<file path="src/design/pacs_pkg.sv">
`timescale 1ns / 1ps
// shared types, constants and saturation helpers for the polygon area block
// no dependencies
package pacs_pkg;

   localparam int CFB         = 16;          // fractional bits of a coordinate
   localparam int QUEUE_DEPTH = 4;           // edge queue between front and back
   localparam int CS_W        = 64 - CFB;    // significant bits of a scaled cross product
   localparam int CS_HI_W     = CS_W - 32;   // upper slice of it

   typedef struct packed {
      logic signed [31:0] vertex_x;
      logic signed [31:0] vertex_y;
      logic               last_vertex;
   } req_type;

   typedef struct packed {
      logic signed [31:0] area;
      logic signed [31:0] centroid_x;
      logic signed [31:0] centroid_y;
      logic [30:0]        perimeter;
      logic               degenerate;
   } rsp_type;

   // one edge p -> q as handed from front to back
   typedef struct packed {
      logic signed [31:0] px;
      logic signed [31:0] py;
      logic signed [31:0] qx;
      logic signed [31:0] qy;
      logic               first_edge;
      logic               close_edge;
   } edge_type;

   typedef struct packed {
      logic        start;
      logic [63:0] num;
      logic [65:0] den;
   } div_req_type;

   typedef struct packed {
      logic        done;
      logic [32:0] mag;
   } div_rsp_type;

   function automatic logic signed [63:0] sat64(input logic signed [98:0] v);
      if ((v[98:63] == '0) || (v[98:63] == '1)) begin
         return v[63:0];
      end else if (v[98]) begin
         return {1'b1, 63'd0};
      end else begin
         return {1'b0, {63{1'b1}}};
      end
   endfunction

   function automatic logic signed [31:0] sat32(input logic signed [63:0] v);
      if ((v[63:31] == '0) || (v[63:31] == '1)) begin
         return v[31:0];
      end else if (v[63]) begin
         return {1'b1, 31'd0};
      end else begin
         return {1'b0, {31{1'b1}}};
      end
   endfunction

endpackage

</file>
<file path="src/design/pacs_front.sv">
`timescale 1ns / 1ps
// front end: takes vertices, tracks first and previous vertex, emits edges
// depends on pacs_pkg
module pacs_front (
   input  logic              clock,
   input  logic              reset,
   input  logic              req_valid,
   output logic              req_ready,
   input  pacs_pkg::req_type req_data,
   input  logic              queue_full,
   output logic              push,
   output pacs_pkg::edge_type push_data
);

   logic               in_poly_ff, in_poly_in;
   logic               pend_first_ff, pend_first_in;
   logic               close_pend_ff, close_pend_in;
   logic signed [31:0] first_x_ff, first_x_in, first_y_ff, first_y_in;
   logic signed [31:0] prev_x_ff, prev_x_in, prev_y_ff, prev_y_in;
   logic               accept;

   assign req_ready = !queue_full && !close_pend_ff;
   assign accept    = req_valid && req_ready;

   always_comb begin
      in_poly_in    = in_poly_ff;
      pend_first_in = pend_first_ff;
      close_pend_in = close_pend_ff;
      first_x_in    = first_x_ff;
      first_y_in    = first_y_ff;
      prev_x_in     = prev_x_ff;
      prev_y_in     = prev_y_ff;
      push          = 1'b0;
      push_data     = '{px: prev_x_ff, py: prev_y_ff, qx: req_data.vertex_x,
                        qy: req_data.vertex_y, first_edge: pend_first_ff, close_edge: 1'b0};
      if (close_pend_ff) begin
         // closing edge back to the first vertex
         push_data = '{px: prev_x_ff, py: prev_y_ff, qx: first_x_ff, qy: first_y_ff,
                       first_edge: 1'b0, close_edge: 1'b1};
         if (!queue_full) begin
            push          = 1'b1;
            close_pend_in = 1'b0;
         end
      end else if (accept) begin
         prev_x_in = req_data.vertex_x;
         prev_y_in = req_data.vertex_y;
         if (in_poly_ff) begin
            push          = 1'b1;
            pend_first_in = 1'b0;
            if (req_data.last_vertex) begin
               close_pend_in = 1'b1;
               in_poly_in    = 1'b0;
            end
         end else begin
            first_x_in = req_data.vertex_x;
            first_y_in = req_data.vertex_y;
            if (req_data.last_vertex) begin
               // single vertex: edge to itself, opens and closes the polygon
               push      = 1'b1;
               push_data = '{px: req_data.vertex_x, py: req_data.vertex_y,
                             qx: req_data.vertex_x, qy: req_data.vertex_y,
                             first_edge: 1'b1, close_edge: 1'b1};
            end else begin
               in_poly_in    = 1'b1;
               pend_first_in = 1'b1;
            end
         end
      end
   end

   always_ff @(posedge clock) begin
      if (reset) begin
         in_poly_ff    <= 1'b0;
         pend_first_ff <= 1'b0;
         close_pend_ff <= 1'b0;
      end else begin
         in_poly_ff    <= in_poly_in;
         pend_first_ff <= pend_first_in;
         close_pend_ff <= close_pend_in;
      end
      first_x_ff <= first_x_in;
      first_y_ff <= first_y_in;
      prev_x_ff  <= prev_x_in;
      prev_y_ff  <= prev_y_in;
   end

endmodule

</file>
<file path="config.mk">
export PLATFORM = sky130hd
export DESIGN_NAME = pacs_front
export DESIGN_NICKNAME = d
export VERILOG_FILES = /design/src/design/pacs_pkg.sv /design/src/design/pacs_front.sv
export SDC_FILE = /design/constraint.sdc
export NUM_CORES = 1
export LEC_CHECK = 0
export ABC_AREA = 1
export BUFFER_PORTS_ARGS = -buffer_cell sky130_fd_sc_hd__buf_2
export CELL_PAD_IN_SITES_DETAIL_PLACEMENT = 0
export CELL_PAD_IN_SITES_GLOBAL_PLACEMENT = 1
export CORE_MARGIN = 4
export CORE_UTILIZATION = 34
export DETAILED_ROUTE_END_ITERATION = 12
export PLACE_DENSITY = 0.89
export SYNTH_ARGS = -nofsm -noshare
export SYNTH_HDL_FRONTEND = slang
export SYNTH_SLANG_ARGS = --single-unit
</file>
<file path="constraint.sdc">
create_clock -name clock -period 3.83 [get_ports clock]
set_input_delay 0 -clock clock [delete_from_list [all_inputs] [get_ports clock]]
set_output_delay 0 -clock clock [all_outputs]
set_load 0.01 [all_outputs]
</file>
* Word-level counts from Yosys, hierarchy flattened *
Cells that the tools add are included.

cells by class
  add/subtract/negate cells = 0
  $mul = 0
  div/mod/pow operators = 0
  $lt $le $gt $ge = 0
  equal/unequal tests = 1
  shift-type cells = 0
  mux-type cells = 16
  bitwise gates (word level) = 2
  reductions and logical operators = 7

operators by type and width
  operator              count
  $mux W130             4
  $mux W1               12
  $reduce_and A3 Y1     2
  $logic_and A1 B1 Y1   2
  $logic_not A1 Y1      2
  $ne A2 B1 Y1 const B  1
  $not A1 Y1            2
  $reduce_and A2 Y1     1

storage, ports and cells
  flip-flop bits (word level) = 131
  bits in latches = 0
  bits in writable memories = 0
  ROM bits = 0
  bits of input ports = 69
  output and inout port bits = 132
  logic and storage cells = 33
  memories = 0

* Logic depth before layout (Yosys ltp) *
  depth in word-level cells = 5
  gate-level depth with buffers = 7

* Worst setup path after synthesis *
OpenSTA, ideal clock, no wires.

  path type = register to register
  start = register close_pend_ff
  end = register first_x_ff[0] (enable)
  setup time = 0.486 ns
  data arrival time = 3.348 ns
  data required time = 3.344 ns
  setup slack = -0.004 ns
  stages on the path, launching flop included = 4
  buffers on the path = 0
  cell sequence = dfxtp_1 > nor2_4 > nand2_1 > nor2_1

between the ends
  longest elaborated chain between the ends = 4
  elaborated cells on any way between the ends = 5
  those cells by class = 1 x bitwise; 4 x reduce/logical

RTL lines
  what                                line              source
  from (decl)                         pacs_front.sv:17  logic close_pend_ff, close_pend_in;
  from (signal assigned)              pacs_front.sv:79  close_pend_ff <= close_pend_in;
  $logic_not A1 Y1                    pacs_front.sv:22  assign req_ready = !queue_full && !close_pend_ff;
  $logic_and A1 B1 Y1                 pacs_front.sv:22
  named net req_ready                 pacs_front.sv:8   output logic req_ready,
  $logic_and A1 B1 Y1                 pacs_front.sv:23  assign accept = req_valid && req_ready;
  $reduce_and A3 Y1 (no source line)  -
  to (signal assigned)                pacs_front.sv:81  first_x_ff <= first_x_in;
  to (decl)                           pacs_front.sv:18  logic signed [31:0] first_x_ff, first_x_in, first_y_ff, first_y_in;

The timed path passes the listed nets, and every way through them passes these cells.
A chain may end at the register's enable or synchronous reset.

* Final worst setup path *
  start = register close_pend_ff
  end = output push

between the ends
  longest elaborated chain between the ends = 5

RTL lines
  what                 line              source
  $logic_not A1 Y1     pacs_front.sv:22
  $logic_and A1 B1 Y1  pacs_front.sv:22
  $logic_and A1 B1 Y1  pacs_front.sv:23
  $mux W1              pacs_front.sv:44  end else if (accept) begin
  $mux W1 (*)          pacs_front.sv:36  if (close_pend_ff) begin
  to (decl)            pacs_front.sv:11  output logic push,

Every way passes the cells marked *; elsewhere a longest branch is shown, timed or not.

==> impl_metrics.py <==
metrics = {
    "setup_path": {
        "worst-r2r-cell-count": 4,
        "r2r-end": "first_y_ff[29]",
        "critPathMaxStageDelay_ns": 0.70,
        "crit_buf_inv": 3,
        "crit_slowest_cell": "inv_2",
        "cp_max_fo": 67,
        "crit_chain": "buf_4, inv_2, o22ai_1, buf_2",
        "r2r_slack_ns": 1.67,
        "critical_path_depth": 4,
        "cp.arrival_ns": 2.68,
        "cp_top_family": "buffers and inverters",
        "start_kind": "register",
        "r2r_start": "close_pend_ff",
        "worst_setup_path_end_kind": "output port",
        "cp.required_ns": 3.83,
        "critPathKind": "register to output port",
    },
    "place": {
        "port_buffers": 200,
        "placed_cell_area_um2": 6908,
        "gp_congestion": 0.7428,
        "dp_cells": 967,
        "hpwl_mm": 9.252,
    },
    "logic_synthesis": {
        "yosysWarnings": 0,
        "async_flop_share": 0,
        "synth_edf_count": 128,
        "syn_nets": 646,
        "syn_inst": 577,
        "synth.avg_cell_area_um2": 9.932,
        "synth.distinct_cells": 16,
        "yosysMostFrequentCell": "nand2_1",
        "synth_area_um2": 5730,
        "yosys.area.top_type": "edfxtp_1",
        "synth_top_area_share": 0.6707,
        "yosysSeqAreaShare": 0.6812,
        "synth_ff_type": "edfxtp_1",
        "yosys-top-cells-count": "nand2_1 (327), edfxtp_1 (128), nand3_1 (68)",
        "synth-seq-cells": 131,
        "synthTopCellsByArea": "edfxtp_1 (67%), nand2_1 (21%), nand3_1 (5.9%)",
    },
    "cells_and_area": {
        "finalInstanceArea_um2": 8189,
        "fin_cells": 1068,
        "nets": 904,
        "layout-drive-gt1-share": 0.2854,
        "synthToLayoutAreaGrowth_pct": 42.90,
        "nFillCells": 1496,
        "antenna_cells": 0,
    },
    "die": {
        "die_w_um": 137.8,
        "die_h_um": 137.8,
        "ios": 201,
        "dieArea_um2": 19000,
        "start_util": 0.3468,
        "rows": 47,
        "core_um2": 16520,
    },
    "pwr": {
        "powerDensity_nw_per_um2": 450.2,
        "power_w": 0.003686,
        "p_leak_nw": 3.775,
        "ir_drop_mv": 0.2551,
    },
    "global_routing": {
        "grt_util_met3": 0.04967,
        "grt_pass1_vias": 4668,
        "met1_usage": 0.2159,
        "antenna_found_initial": 0,
        "grt_pass1_wl_mm": 23.87,
        "grtUsageTotal": 0.1620,
        "grt_start_max_net_pins": 68,
        "grt-busiest-layer": "met2",
        "grt_overflow_total": 0,
        "grt_use_met2": 0.2552,
    },
    "cts": {
        "cts_root_buf": "clkbuf_16",
        "cts-htree-levels": 4,
        "cts_tree": "built",
        "clk_path_buf_depth": 2,
        "cts_hold_buf": 69,
        "clock_sinks": 131,
        "postCtsSetupBuffers": 0,
        "clk_latency_ns": 0.41,
        "clk_pin_slew_ns": 0.06,
        "ctsResizeCount": 0,
        "cts_made_buffers": 17,
    },
    "route": {
        "drc": 0,
        "drt_iter0_drc": 310,
        "dr.pass1.iters": 5,
        "finalWirelength_mm": 15.59,
        "drt-wirelength-per-cell_um": 14.59,
        "postRouteAntennaNets": 0,
        "viasPerCell": 4.572,
        "vias": 4883,
    },
    "sta": {
        "rsz0062_at_grt": "no",
        "hold_violations": 0,
        "fin_crit_ns": 2.677,
        "finalCritPeriodShare": 0.6990,
        "finClkSkew_ns": 0.01477,
        "setup_viol": 0,
        "fin_setup_tns_ns": 0,
        "fmax_mhz": 373.6,
        "worst_pin_slew_ns": 1.226,
        "maxSlewHeadroom": 0.1813,
        "report.final.slew_viol_count": 0,
    },
    "worst_hold_path": {
        "holdPathEnd": "pend_first_ff",
        "hold_path_startpoint": "req_data[0]",
        "hp-class": "input port to register",
        "holdPathStages": 6,
    },
    "flow_run": {
        "cap_violations": 0,
    },
    "run_status": {
        "outcome": "finished clean",
    },
}
==> worst reg2reg max path, delay by kind of cell, from the launching register on <==
family	cells	cell delay, ns
AND/OR/NAND/NOR	3	1.17
flip-flops	1	0.33
buffers and inverters	1	0.32
==> metrics by stage <==
step	hold slack [ns]	util	setup slack [ns]
finish	0.06871	0.4956	1.153
floorplan	0.02891	-	1.066
global placement	0.2074	0.4180	1.519
detailed placement	0.2023	0.4180	1.538
CTS	0.03375	0.4956	1.086
global route	0.1322	0.4956	0.9186
==> cells by family after synthesis <==
family,Yosys count,synth area share
AOI/OAI and AO/OA,4,0.003712
DFF,131,0.6812
buffers and inverters,42,0.03690
and+or+nand+nor,400,0.2782
==> placed cells by master, fill, tap and decap left out <==
master	netlist	routed
clkinv_2	0	4
o22ai_1	1	1
nand3_2	0	1
inv_1	6	5
dfxtp_2	0	1
clkinvlp_4	0	3
nand3_1	68	67
nor2_1	4	2
dfxtp_1	3	2
clkbuf_16	0	17
nand2_1	327	327
a21oi_1	2	2
inv_4	0	1
buf_12	0	2
buf_2	16	200
edfxtp_1	128	128
o21ai_0	1	1
dlygate4sd3_1	0	69
buf_4	7	3
clkbuf_8	0	4
inv_2	1	1
nor2_4	1	3
clkbuf_1	6	2
bufinv_16	0	2
==> flip-flops by register name, indices dropped and copies added (netlist names) <==
| register | cells |
|---|---|
| close_pend_ff | 1 |
| first_x_ff | 32 |
| first_y_ff | 32 |
| in_poly_ff | 1 |
| pend_first_ff | 1 |
| prev_x_ff | 32 |
| prev_y_ff | 32 |
==> routing by layer <==
layer | share of wire | vias to the layer above
li1 | - | 2425
met1 | 0.45 | 2270
met2 | 0.47 | 178
met3 | 0.072 | 10
met4 | 0.0097 | 0
met5 | 0 | -
==> area by class of cell <==
class	instances	area, µm²	share of cell area
Inverter	7	28.78	0.003514
Tap cell	220	275.3	0.03361
Timing Repair Buffer	274	1754	0.2142
Clock buffer	23	488.0	0.05959
Sequential cell	131	3905	0.4769
Clock inverter	9	102.6	0.01253
Multi-Input combinational cell	404	1635	0.1997
==> report_power, final <==
group / switching, W / internal [W]
clock: 0.000582 / 0.00102
combinational: 0.000246 / 0.000172
sequential: 0.0000156 / 0.00165
==> how the worst max path moves through the flow <==
stage | from | slack, ns | end
after CTS | close_pend_ff | 1.09 | push
after floorplan | close_pend_ff | 1.07 | first_x_ff[0]
final | close_pend_ff | 1.15 | push
after detailed placement | close_pend_ff | 1.54 | push
after global placement | close_pend_ff | 1.52 | push
after global routing | close_pend_ff | 0.92 | push
Note: power is estimated with default switching activity, not from simulation.
