File: config.mk
export PLATFORM = sky130hd
export DESIGN_NAME = pacs_fifo
export DESIGN_NICKNAME = d
export VERILOG_FILES = /design/src/design/pacs_pkg.sv /design/src/design/pacs_fifo.sv
export SDC_FILE = /design/constraint.sdc
export NUM_CORES = 1
export LEC_CHECK = 0
export BUFFER_PORTS_ARGS = -buffer_cell sky130_fd_sc_hd__buf_2
export CAP_MARGIN = 20
export CORE_MARGIN = 10
export CORE_UTILIZATION = 50
export CTS_CLUSTER_SIZE = 16
export DETAILED_ROUTE_END_ITERATION = 7
export PLACE_DENSITY = 0.73
export SLEW_MARGIN = 15
export SYNTH_ARGS = -nofsm -noshare
export SYNTH_HDL_FRONTEND = slang
export SYNTH_SLANG_ARGS = --single-unit
File: constraint.sdc
create_clock -name clock -period 5.2 [get_ports clock]
set_input_delay 0.26 -clock clock [delete_from_list [all_inputs] [get_ports clock]]
set_output_delay 0.26 -clock clock [all_outputs]
set_load 0.02 [all_outputs]
File: src/design/pacs_pkg.sv
`timescale 1ns / 1ps
// shared types, constants and saturation helpers for the polygon area block
// no dependencies
package pacs_pkg;

   localparam int CFB         = 16;          // fractional bits of a coordinate
   localparam int QUEUE_DEPTH = 4;           // edge queue between front and back
   localparam int CS_W        = 64 - CFB;    // significant bits of a scaled cross product
   localparam int CS_HI_W     = CS_W - 32;   // upper slice of it

   typedef struct packed {
      logic signed [31:0] vertex_x;
      logic signed [31:0] vertex_y;
      logic               last_vertex;
   } req_type;

   typedef struct packed {
      logic signed [31:0] area;
      logic signed [31:0] centroid_x;
      logic signed [31:0] centroid_y;
      logic [30:0]        perimeter;
      logic               degenerate;
   } rsp_type;

   // one edge p -> q as handed from front to back
   typedef struct packed {
      logic signed [31:0] px;
      logic signed [31:0] py;
      logic signed [31:0] qx;
      logic signed [31:0] qy;
      logic               first_edge;
      logic               close_edge;
   } edge_type;

   typedef struct packed {
      logic        start;
      logic [63:0] num;
      logic [65:0] den;
   } div_req_type;

   typedef struct packed {
      logic        done;
      logic [32:0] mag;
   } div_rsp_type;

   function automatic logic signed [63:0] sat64(input logic signed [98:0] v);
      if ((v[98:63] == '0) || (v[98:63] == '1)) begin
         return v[63:0];
      end else if (v[98]) begin
         return {1'b1, 63'd0};
      end else begin
         return {1'b0, {63{1'b1}}};
      end
   endfunction

   function automatic logic signed [31:0] sat32(input logic signed [63:0] v);
      if ((v[63:31] == '0) || (v[63:31] == '1)) begin
         return v[31:0];
      end else if (v[63]) begin
         return {1'b1, 31'd0};
      end else begin
         return {1'b0, {31{1'b1}}};
      end
   endfunction

endpackage

File: src/design/pacs_fifo.sv
`timescale 1ns / 1ps
// short edge queue between front and back
// depends on pacs_pkg
module pacs_fifo #(
   parameter int QUEUE_DEPTH = pacs_pkg::QUEUE_DEPTH
) (
   input  logic               clock,
   input  logic               reset,
   input  logic               push,
   input  pacs_pkg::edge_type push_data,
   input  logic               pop,
   output logic               full,
   output logic               empty,
   output pacs_pkg::edge_type head
);

   localparam int PTR_W = (QUEUE_DEPTH > 1) ? $clog2(QUEUE_DEPTH) : 1;
   localparam int CNT_W = $clog2(QUEUE_DEPTH + 1);

   pacs_pkg::edge_type mem_ff [QUEUE_DEPTH];
   logic [PTR_W-1:0]   wr_ptr_ff, rd_ptr_ff;
   logic [CNT_W-1:0]   count_ff;

   assign full  = (count_ff == CNT_W'(QUEUE_DEPTH));
   assign empty = (count_ff == '0);
   assign head  = mem_ff[rd_ptr_ff];

   function automatic logic [PTR_W-1:0] bump(input logic [PTR_W-1:0] p);
      return (p == PTR_W'(QUEUE_DEPTH - 1)) ? '0 : p + 1'b1;
   endfunction

   always_ff @(posedge clock) begin
      if (reset) begin
         wr_ptr_ff <= '0;
         rd_ptr_ff <= '0;
         count_ff  <= '0;
      end else begin
         if (push) wr_ptr_ff <= bump(wr_ptr_ff);
         if (pop)  rd_ptr_ff <= bump(rd_ptr_ff);
         if (push && !pop)      count_ff <= count_ff + 1'b1;
         else if (pop && !push) count_ff <= count_ff - 1'b1;
      end
      if (push) mem_ff[wr_ptr_ff] <= push_data;
   end

   a_no_overflow: assert property (@(posedge clock) disable iff (reset)
      push |-> (!full || pop))
      else $error("edge queue written while full");
   a_no_underflow: assert property (@(posedge clock) disable iff (reset)
      pop |-> !empty)
      else $error("edge queue read while empty");

endmodule

# Word level (Yosys, flattened, before mapping)
# Memory sizes are Yosys's and may differ from the RTL's. A register that Yosys moved wholly into a read port is not among the register bits.
# Index checks and enable logic that the tools add are counted.
totals:
  out_inout_bits: 132
  register_bits: 7
  mem_bits_rw: 520
  word_cells: 25
  memories: 1
  in_bits: 134
mem_list:
  columns: ["memory", "words", "word_bits", "read_ports", "rd_clocked_by_memory_dff", "wr", "line_no", "text"]
  rows:
  - ["mem_ff", 4, 130, 1, 1, 1, "pacs_fifo.sv:20", "pacs_pkg::edge_type mem_ff [QUEUE_DEPTH];"]
classes:
  mux: 8
  eq_ne: 3
  reduce_logical: 6
  n_addsub: 4
ops:
  columns: ["operator", "count"]
  rows:
  - ["$mux W2", 4]
  - ["$mux W3", 2]
  - ["$add A2 B1 Y2 const B", 2]
  - ["$eq A2 B2 Y1 const B", 2]
  - ["$add A3 B1 Y3 const B", 1]
  - ["$eq A3 B3 Y1 const B", 1]
  - ["$logic_not A3 Y1", 1]
  - ["$sub A3 B1 Y3 const B", 1]
  - ["$logic_and A1 B1 Y1", 2]
  - ["$logic_not A1 Y1", 2]
  - ["$mux W1", 2]
  - ["$reduce_bool A2 Y1", 1]

# Depth between registers and ports, before layout
# Gate-level depths: netlist (run 1).
logic_depth:
  word_depth: 4
  depth_mapped: 7
  ltp_nobuf: 7

# Worst setup path after synthesis (run 1)
# No wires, ideal clock.
synth_timing:
  path_type: "reg2reg"
  start: "register wr_ptr_ff[0]"
  end: "memory mem_ff[3][0] (netlist name), enable pin"
  required_ns: 4.696
  slack_ns: 1.171
  arrival_ns: 3.526
  period_less_slack_ns: 4.029
  path_stages_with_launch: 3
  setup_time_ns: 0.504
  n_path_buf: 0
  path_cell_list: "dfxtp_1 > ha_1 > and2_1"
synth_rtl:
  columns: ["item", "line_no", "text"]
  rows:
  - ["start, declared", "pacs_fifo.sv:21", "logic [PTR_W-1:0] wr_ptr_ff, rd_ptr_ff;"]
  - ["start signal, assigned", "pacs_fifo.sv:38", "if (push) wr_ptr_ff <= bump(wr_ptr_ff);"]
  - ["end, declared", "pacs_fifo.sv:20", null]
# Straight into the memory's write port.

==> results.yml, run 1 <==
timing:
  rsz0062_at_grt: "no"
  finalSetupTns_ns: 0
  setup_viol: 0
  tightest_slew_ns: 1.03
  skew_ns: 0.0255
  slew_viol_final: 0
  max-slew-margin-rel_pct: 31.1
  fmax_mhz: 327
  timing.final.crit_share_pct: 58.9
  fin_crit_ns: 3.06
  finalHoldViolCount: 0
routing:
  drt_iter0_markers: 770
  routed-via-count: 9145
  wl_per_cell_um: 22.8
  routed_wl_um: 39000
  drc: 0
  vias_per_cell: 5.35
  antenna_left: 0
  drt_pre_antenna_iters: 5
synth:
  ys_warn_count: 0
  syn_area_mm2: 0.0193
  syn_inst: 723
  synth-async-reset-ratio_pct: 0
  synthTopCellsByArea: "edfxtp_1, mux4_2, buf_12"
  yosysSeqAreaShare_pct: 81.8
  ys_ff_latch: 529
  synth_top_area_share_pct: 80.9
  synth_top_area_cell: "edfxtp_1"
  avgSynthCellArea_um2: 26.7
  syn-num-nets: 864
  synth_edf_count: 520
  yosysMostFrequentCell: "edfxtp_1"
  synth_cell_types: 21
  synth_ff_type: "edfxtp_1"
  ys_top_cells_by_count: "edfxtp_1, mux4_2, buf_12"
finish:
  area_growth_pct: 24.7
  nets: 1294
  layout-drive-gt1-share_pct: 40.2
  design_area_mm2: 0.0241
  final_cells: 1709
  final_util_pct: 63.6
global_routing:
  grt_pass1_vias: 9778
  grt_max_degree: 113
  grt_pass1_wl_um: 59800
  grtUsageTotal_pct: 16.5
  antenna_found_initial: 4
  grt_overflow: 0
worst_setup_path:
  critPathMaxFanout: 44
  setup.worst_path.end_class: "output port"
  cp.required_ns: 4.94
  startpoint_type: "register"
  arrival_ns: 2.80
  worst-setup-path-type: "reg -> out"
placed_design:
  io_buffer_count: 265
  place_area_mm2: 0.0211
  hpwl_um: 22700
  globalplace.congestion: 0.703
  placedCellCount: 1479
clocking:
  tritoncts: "built"
  worstSkewPairLatency_ns: 0.58
  root_buffer: "clkbuf_16"
  clk_path_buf_depth: 3
  clock-sinks: 529
  cts_buffers: 52
  h-tree-depth: 2
  clk_pin_slew_ns: 0.06
power:
  p_leak_nw: 8.16
  p_per_area_mw_per_mm2: 394
  total_power_mw: 9.49
  ir_worst_vdd_uv: 374
status:
  status: "completed"
floorplan:
  row_count: 71
  chipHeight_um: 216
  fp.dieW_um: 216
  fp.dieArea_mm2: 0.0469
  core_area_mm2: 0.0378
  start_util_pct: 51.0
  pin_count: 266
run:
  maxCapViolations: 0
min_path:
  hold_class: "in -> reg"
## cell usage in the layout (no fill, tap or decap), drive strengths merged, types with 4 or more instances in the layout
master / count
dfxtp: 9
mux4: 130
nor2: 7
inv: 9
ha: 6
buf: 274
bufinv: 4
clkinv: 21
and2: 4
clkbuf: 67
dlygate4sd3: 131
mux2i: 4
edfxtp: 520
## metal layers
layer | GRT usage [%] | wire (um) | vias up
met5 | 0 | 16 | -
met2 | 26.0 | 19100 | 345
met1 | 22.5 | 16400 | 4752
li1 | - | - | 4007
met3 | 4.47 | 2930 | 37
met4 | 4.54 | 567 | 4
## worst max-delay path: stages (launching register included)
cell and delay (ns):
dfxtp_4 0.94, buf_12 0.41, mux4_2 0.61, buf_2 0.19
## registers in the layout, indices dropped and copies added (netlist names), named ones only
name	count
mem_ff	520
count_ff	3
rd_ptr_ff	2
wr_ptr_ff	2
## repair_timing
item	CTS	global route
setup buffers	0	0
resized for setup	0	0
hold buffers	131	0
hold endpoints to repair	527	0
## path summary, 6_finish.rpt
kind                     start             to  slack (ns)  depth (start not counted)
hold / removal             pop       register        0.04                          3
setup reg to reg  wr_ptr_ff[0]  mem_ff[3][82]        3.10                          3
setup / recovery      register        head[7]        2.14                          3
hold reg to reg   rd_ptr_ff[1]       register        0.51                          2
## layout make-up
class / count / area, um2
multi-input combinational: 161 / 3180
sequential: 529 / 15800
tap: 511 / 639
fill: 2549 / 13800
inverter: 4 / 15.0
timing repair buffer: 405 / 2780
clock inverter: 30 / 258
clock buffer: 67 / 1380
antenna: 2 / 5.00
## logic make-up (layout without fill, tap and decap cells)
group | after synthesis | count (layout) | synth area share, %
flops | 529 | 529 | 81.8
other cells | 0 | 2 | 0
simple gates | 15 | 15 | 0.402
xor+xnor | 2 | 2 | 0.0908
buf+inv | 33 | 506 | 1.73
fa+ha+maj | 7 | 7 | 0.493
mux | 134 | 134 | 15.4
compound gates | 3 | 3 | 0.0778
## through the flow
| stage | hold slack, ns | worst slack, ns |
|---|---|---|
| finish | 0.0401 | 2.14 |
| global route | 0.0442 | 1.90 |
| CTS | 0.00446 | 2.04 |
| detailed placement | 0.478 | 2.66 |
| global placement | 0.472 | 2.65 |
| floorplan | 0.329 | 1.17 |
## power by group
part | leakage [nW] | internal, mW | switching, mW
clock | 0.803 | 2.08 | 1.50
sequential | 4.85 | 4.89 | 0.0743
combinational | 2.51 | 0.410 | 0.540
No activity file was read; power rests on OpenSTA's default activity.
==> run 2, diff against run 1 <==
--- a/config.mk
+++ b/config.mk
@@ -5,13 +5,14 @@
 export SDC_FILE = /design/constraint.sdc
 export NUM_CORES = 1
 export LEC_CHECK = 0
+export ABC_AREA = 1
 export BUFFER_PORTS_ARGS = -buffer_cell sky130_fd_sc_hd__buf_2
 export CAP_MARGIN = 20
 export CORE_MARGIN = 10
 export CORE_UTILIZATION = 50
 export CTS_CLUSTER_SIZE = 16
 export DETAILED_ROUTE_END_ITERATION = 7
-export PLACE_DENSITY = 0.73
+export PLACE_DENSITY = 0.76
 export SLEW_MARGIN = 15
 export SYNTH_ARGS = -nofsm -noshare
 export SYNTH_HDL_FRONTEND = slang
==> constraint.sdc (replaced) <==
create_clock -name clock -period 2.7 [get_ports clock]
set_input_delay 0.135 -clock clock [delete_from_list [all_inputs] [get_ports clock]]
set_output_delay 0.135 -clock clock [all_outputs]
set_load 0.02 [all_outputs]
==> run 2 against run 1 <==
Against the previous run:
- sequential power grew 92%
- total power grew 97%
- critical path depth grew 2
- global-route usage grew 2.5 points
- largest power group unchanged
- sequential share of layout area shrank 1.5 points
- non-clock buffer count grew 24
- critical path type unchanged
- first-iteration DRC count grew 53%
- synthesized area grew 2.3%
- clock power grew 97%
- worst setup slack lost 1.9 ns
- cell area grew 2.4%
==> results.yml, run 2 <==
power:
  total_power_mw: 18.7
  p_leak_nw: 8.67
  p_per_area_mw_per_mm2: 760
  ir_worst_vdd_uv: 640
floorplan:
  row_count: 72
  fp.dieW_um: 219
  chipHeight_um: 219
  start_util_pct: 50.8
  core_area_mm2: 0.0388
  fp.dieArea_mm2: 0.0478
  pin_count: 266
synth:
  synth_cell_types: 24
  synthTopCellsByArea: "edfxtp_1, nor2_1, o21ai_0"
  synth-async-reset-ratio_pct: 0
  yosysMostFrequentCell: "edfxtp_1"
  syn_inst: 1316
  synth_edf_count: 520
  ys_top_cells_by_count: "edfxtp_1, nor2_1, o21ai_0"
  synth_ff_type: "edfxtp_1"
  syn_area_mm2: 0.0197
  avgSynthCellArea_um2: 15.0
  ys_ff_latch: 529
  yosysSeqAreaShare_pct: 80.0
  synth_top_area_share_pct: 79.1
  ys_warn_count: 0
  syn-num-nets: 1457
  synth_top_area_cell: "edfxtp_1"
finish:
  final_common_cell: "edfxtp_1"
  layout-drive-gt1-share_pct: 22.2
  max_flop_register: "mem_ff"
  nets: 1854
  largest_reg_flops: 520
  final_cell_mix: "edfxtp_1, nor2_1, buf_2"
  fillers: 2616
  area_growth_pct: 24.8
  top_regs: "mem_ff: 520 flops, count_ff: 3 flops"
  final_util_pct: 63.5
timing:
  rsz0062_at_grt: "no"
  tightest_slew_ns: 0.524
  slew_viol_final: 0
  fin_crit_ns: 2.51
  timing.final.crit_share_pct: 93.1
  finalHoldViolCount: 0
  fmax_mhz: 398
  setup_viol: 0
  max-slew-margin-rel_pct: 65.1
  skew_ns: 0.00753
routing:
  wl_per_cell_um: 20.9
  drt_iter0_markers: 1178
  antenna_left: 0
  drt_pre_antenna_iters: 7
  vias_per_cell: 5.61
  routed-via-count: 12800
  routed_wl_um: 47600
  drc: 0
worst_setup_path:
  arrival_ns: 2.38
  worstPathCellList: "inv_12 -> buf_12 -> o21ai_0 -> o22ai_1 -> buf_2"
  critPathMaxFanout: 97
  cp_slowest_cell: "dfxtp_4"
  cp.required_ns: 2.57
  setup.worst_path.end_class: "output port"
  crit_buf_inv: 3
  startpoint_type: "register"
  ff2ff_path_depth: 5
  path_depth: 5
  worst-setup-path-type: "reg -> out"
  critPathMaxStageDelay_ns: 0.47
  critical_path.top_delay_family: "buffers and inverters"
global_routing:
  antenna_found_initial: 4
  grtUsageTotal_pct: 19.1
  grt_pass1_vias: 13000
  grt_pass1_wl_um: 72300
  grt_overflow: 0
  grt_max_degree: 101
clocking:
  clk_path_buf_depth: 3
  clk_pin_slew_ns: 0.06
  cts_buffers: 51
  tritoncts: "built"
  clock-sinks: 529
  worstSkewPairLatency_ns: 0.58
  root_buffer: "clkbuf_16"
  h-tree-depth: 2
min_path:
  holdPathStages: 2
  hold_class: "in -> reg"
run:
  maxCapViolations: 0
placed_design:
  globalplace.congestion: 0.751
  hpwl_um: 25900
  io_buffer_count: 265
status:
  status: "completed"
-- run 2: cell types whose count changed in the layout (fill, tap and decap cells not counted), sizes merged, moves of 4 or more --
cell      before  now
clkbuf        67   59
diode          2    8
buf          274  295
inv            9   14
nor2           7  268
clkinv        21   25
and2           4    0
clkinvlp       0    5
mux4         130    0
o21ai          1  263
mux2i          4    0
nand2          0    8
o22ai          0  130
-- run 2: path summary, 6_finish.rpt --
kind | startpoint | end | slack (ns)
max | register | head[1] | 0.19
min | push_data[105] | mem_ff[3][105] | 0.31
max reg2reg | wr_ptr_ff[0] | mem_ff[2][68] | 0.97
min reg2reg | wr_ptr_ff[1] | wr_ptr_ff[1] | 0.49
-- run 2: report_power, final --
| group | leakage (nW) | switching, mW | internal (mW) |
|---|---|---|---|
| combinational | 3.00 | 1.46 | 0.726 |
| clock | 0.819 | 2.91 | 4.13 |
| sequential | 4.85 | 0.110 | 9.39 |
| total | 8.67 | 4.49 | 14.2 |
-- run 2: per-layer routing --
layer	wire length, um	part of all wire [%]	global-route usage [%]
met1	18600	39	23.4
met2	24400	51	32.5
met3	3590	7.5	4.86
met4	1020	2.1	6.09
met5	0	0	0
-- run 2: cell type report --
| cell class | instances | area, um2 | area share [%] |
|---|---|---|---|
| inverter | 16 | 90.1 | 0.366 |
| tap | 518 | 648 | 2.63 |
| multi-input combinational | 686 | 3330 | 13.5 |
| clock inverter | 35 | 352 | 1.43 |
| antenna | 8 | 20.0 | 0.0813 |
| sequential | 529 | 15800 | 64.1 |
| timing repair buffer | 429 | 3090 | 12.5 |
| clock buffer | 58 | 1300 | 5.29 |
-- run 2: worst register-to-register path: cells and delay by family, from the launching register on --
kind / cells / cell delay, ns
buffers and inverters: 3 / 0.72
and+or+nand+nor: 1 / 0.07
DFF: 1 / 0.37
adders and majority gates: 1 / 0.18
-- run 2: metrics by stage --
| stage | TNS (ns) | std cells | instance area [um2] | hold slack [ns] | worst slack, ns |
|---|---|---|---|---|---|
| floorplan | -117.65 | 1316 | 19800 | 0.200 | -0.228 |
| global route | 0 | 2275 | 24600 | 0.288 | 0.0793 |
| detailed placement | 0 | 2044 | 21600 | 0.349 | 0.765 |
| CTS | 0 | 2270 | 24600 | 0.270 | 0.136 |
| finish | 0 | 2279 | 24600 | 0.309 | 0.188 |
| global placement | 0 | 2044 | 21600 | 0.344 | 0.852 |
-- run 2: kinds of logic (layout without fill, tap and decap cells) --
| kind of cell | count (synthesis) | after routing | synth area share, % |
|---|---|---|---|
| compound gates | 396 | 396 | 10.9 |
| xor+xnor | 1 | 1 | 0.0444 |
| fa+ha+maj | 7 | 7 | 0.482 |
| buf+inv | 101 | 538 | 3.18 |
| flops | 529 | 529 | 80.0 |
| other cells | 0 | 8 | 0 |
| simple gates | 282 | 282 | 5.41 |
-- run 2: repair_timing --
item / CTS / global route
setup buffers: 0 / 0
hold buffers: 133 / 0
endpoints found under the hold margin: 529 / 0
gates resized for setup: 0 / 1
endpoints found under the setup margin: 0 / 2
==> run 3, diff against run 2 <==
--- a/config.mk
+++ b/config.mk
@@ -6,7 +6,7 @@
 export NUM_CORES = 1
 export LEC_CHECK = 0
 export ABC_AREA = 1
-export BUFFER_PORTS_ARGS = -buffer_cell sky130_fd_sc_hd__buf_2
+export BUFFER_PORTS_ARGS = -buffer_cell sky130_fd_sc_hd__buf_4
 export CAP_MARGIN = 20
 export CORE_MARGIN = 10
 export CORE_UTILIZATION = 50
==> run 3 against run 2 <==
Against the previous run:
- clock-buffer cell count rose by 6
- die area is the same
- register-to-register slack worse by 0.11 ns
- sequential power about the same
- maximum frequency rose by 1.4%
- global-route usage is 0.11 points lower
- cell area rose by 2.3%
- sequential share of layout area down 1.4 points
- critical path type unchanged
- largest cell class unchanged
- largest power group unchanged
- highest routed layer unchanged
==> results.yml, run 3 (synthesized netlist as in run 2, its figures left out) <==
worst_setup_path:
  r2r_start: "wr_ptr_ff[0]"
  arrival_ns: 2.34
  cp.required_ns: 2.57
  critPathMaxFanout: 130
  rr_endpoint: "mem_ff[0][83]"
  worst-setup-path-type: "reg -> out"
  ff2ff_path_depth: 5
  setup.worst_path.end_class: "output port"
  startpoint_type: "register"
  rrSetupSlack_ns: 0.86
finish:
  final_cell_mix: "edfxtp_1, nor2_1, buf_4"
  final_common_cell: "edfxtp_1"
  area_growth_pct: 27.7
  top_regs: "mem_ff: 520 flops, count_ff: 3 flops"
  largest_reg_flops: 520
  max_flop_register: "mem_ff"
  fillers: 2582
  final_cells: 2259
  final_util_pct: 64.9
  nets: 1844
  layout-drive-gt1-share_pct: 21.3
routing:
  routed_wl_um: 47000
  routed-via-count: 12600
  antenna_left: 0
  vias_per_cell: 5.56
  drt_iter0_markers: 1236
  drc: 0
  wl_per_cell_um: 20.8
  drt_pre_antenna_iters: 7
global_routing:
  grt_pass1_wl_um: 71200
  globalRouteMet1Util_pct: 23.6
  grtUsageTotal_pct: 19.0
  antenna_found_initial: 2
  top_usage_layer: "met2"
  grt_max_degree: 131
  use_met3_pct: 4.43
  use_met2_pct: 32.2
  grt_pass1_vias: 12600
  grt_overflow: 0
min_path:
  hold_class: "in -> reg"
  min_from: "push_data[45]"
  whs_endpoint: "mem_ff[2][45]"
  holdPathStages: 2
floorplan:
  fp.dieArea_mm2: 0.0478
  chipHeight_um: 219
  pin_count: 266
  row_count: 72
  start_util_pct: 50.8
  fp.dieW_um: 219
  core_area_mm2: 0.0388
timing:
  rsz0062_at_grt: "no"
  fin_crit_ns: 2.48
  hold_ws_ns: 0.307
  finalSetupTns_ns: 0
  setup_viol: 0
  tightest_slew_ns: 0.632
  max-slew-margin-rel_pct: 57.9
  slew_viol_final: 0
  setup_ws_ns: 0.223
  fmax_mhz: 404
  skew_ns: 0.0130
  finalHoldViolCount: 0
  timing.final.crit_share_pct: 91.7
placed_design:
  placedCellCount: 2034
  pre_cts_slack_ns: 0.725
  hpwl_um: 25400
  globalplace.congestion: 0.767
  io_buffer_count: 265
power:
  p_per_area_mw_per_mm2: 745
  p_leak_nw: 8.84
  ir_worst_vdd_uv: 767
clocking:
  root_buffer: "clkbuf_16"
  clock-sinks: 529
  clk_path_buf_depth: 3
  cts_buffers: 50
  h-tree-depth: 2
  worstSkewPairLatency_ns: 0.57
  clk_pin_slew_ns: 0.06
  tritoncts: "built"
  cts_resized: 0
run:
  maxCapViolations: 0
status:
  status: "completed"
[run 3: cell count changes in the layout (fill, tap and decap cells not counted), moves of 2 or more]
cell | before | now
diode_2 | 8 | 2
buf_12 | 13 | 18
buf_2 | 265 | 0
clkbuf_1 | 7 | 10
bufinv_16 | 7 | 5
clkinv_2 | 14 | 7
buf_4 | 16 | 268
inv_6 | 2 | 0
[run 3: layout make-up]
cell class,instances,area [um2],share of cell area [%]
antenna,2,5.00,0.0199
clock buffer,64,1380,5.47
clock inverter,24,234,0.928
inverter,16,90.1,0.357
multi-input combinational,686,3330,13.2
sequential,529,15800,62.7
tap,518,648,2.57
timing repair buffer,420,3710,14.7
[run 3: routing by layer]
| layer | vias to the layer above | routed length, um |
|---|---|---|
| li1 | 5756 | - |
| met3 | 80 | 3250 |
| met2 | 487 | 23900 |
| met5 | - | 0 |
| met1 | 6232 | 18700 |
| met4 | 0 | 1120 |
[run 3: critical path, stage by stage, from the launching register on]
cell and delay (ns):
dfxtp_4 0.39, inv_12 0.35, buf_4 0.36, nor2_1 0.06, o22ai_1 0.27, buf_4 0.20
[run 3: power breakdown]
group | leakage (nW) | internal [mW] | switching [mW]
logic | 3.20 | 0.939 | 1.49
registers | 4.85 | 9.39 | 0.102
clock network | 0.788 | 4.05 | 2.81
[run 3: how the worst max path moves through the flow]
stage            startpoint      endpoint  cells past startpoint  slack, ns
6_report           register      head[51]                      5       0.22
5_1_grt            register      head[30]                      5       0.17
2_1_floorplan  wr_ptr_ff[0]  mem_ff[0][0]                      4      -0.23
3_3_place_gp       register      head[89]                      4       0.76
4_1_cts            register      head[18]                      4       0.09
3_5_place_dp       register      head[18]                      4       0.73
[run 3: timing repair]
| action | 4_1_cts | 5_1_grt |
|---|---|---|
| hold endpoints to repair | 529 | 0 |
| endpoints found under the setup margin | 0 | 4 |
| hold buffers | 134 | 0 |
| buffers inserted | 0 | 1 |
[run 3: metrics by stage]
step	area [um2]	power [mW]
finish	25200	18.8
global route	25200	19.4
CTS	25200	18.9
detailed placement	22200	11.9
global placement	22200	11.9
floorplan	19800	10.9
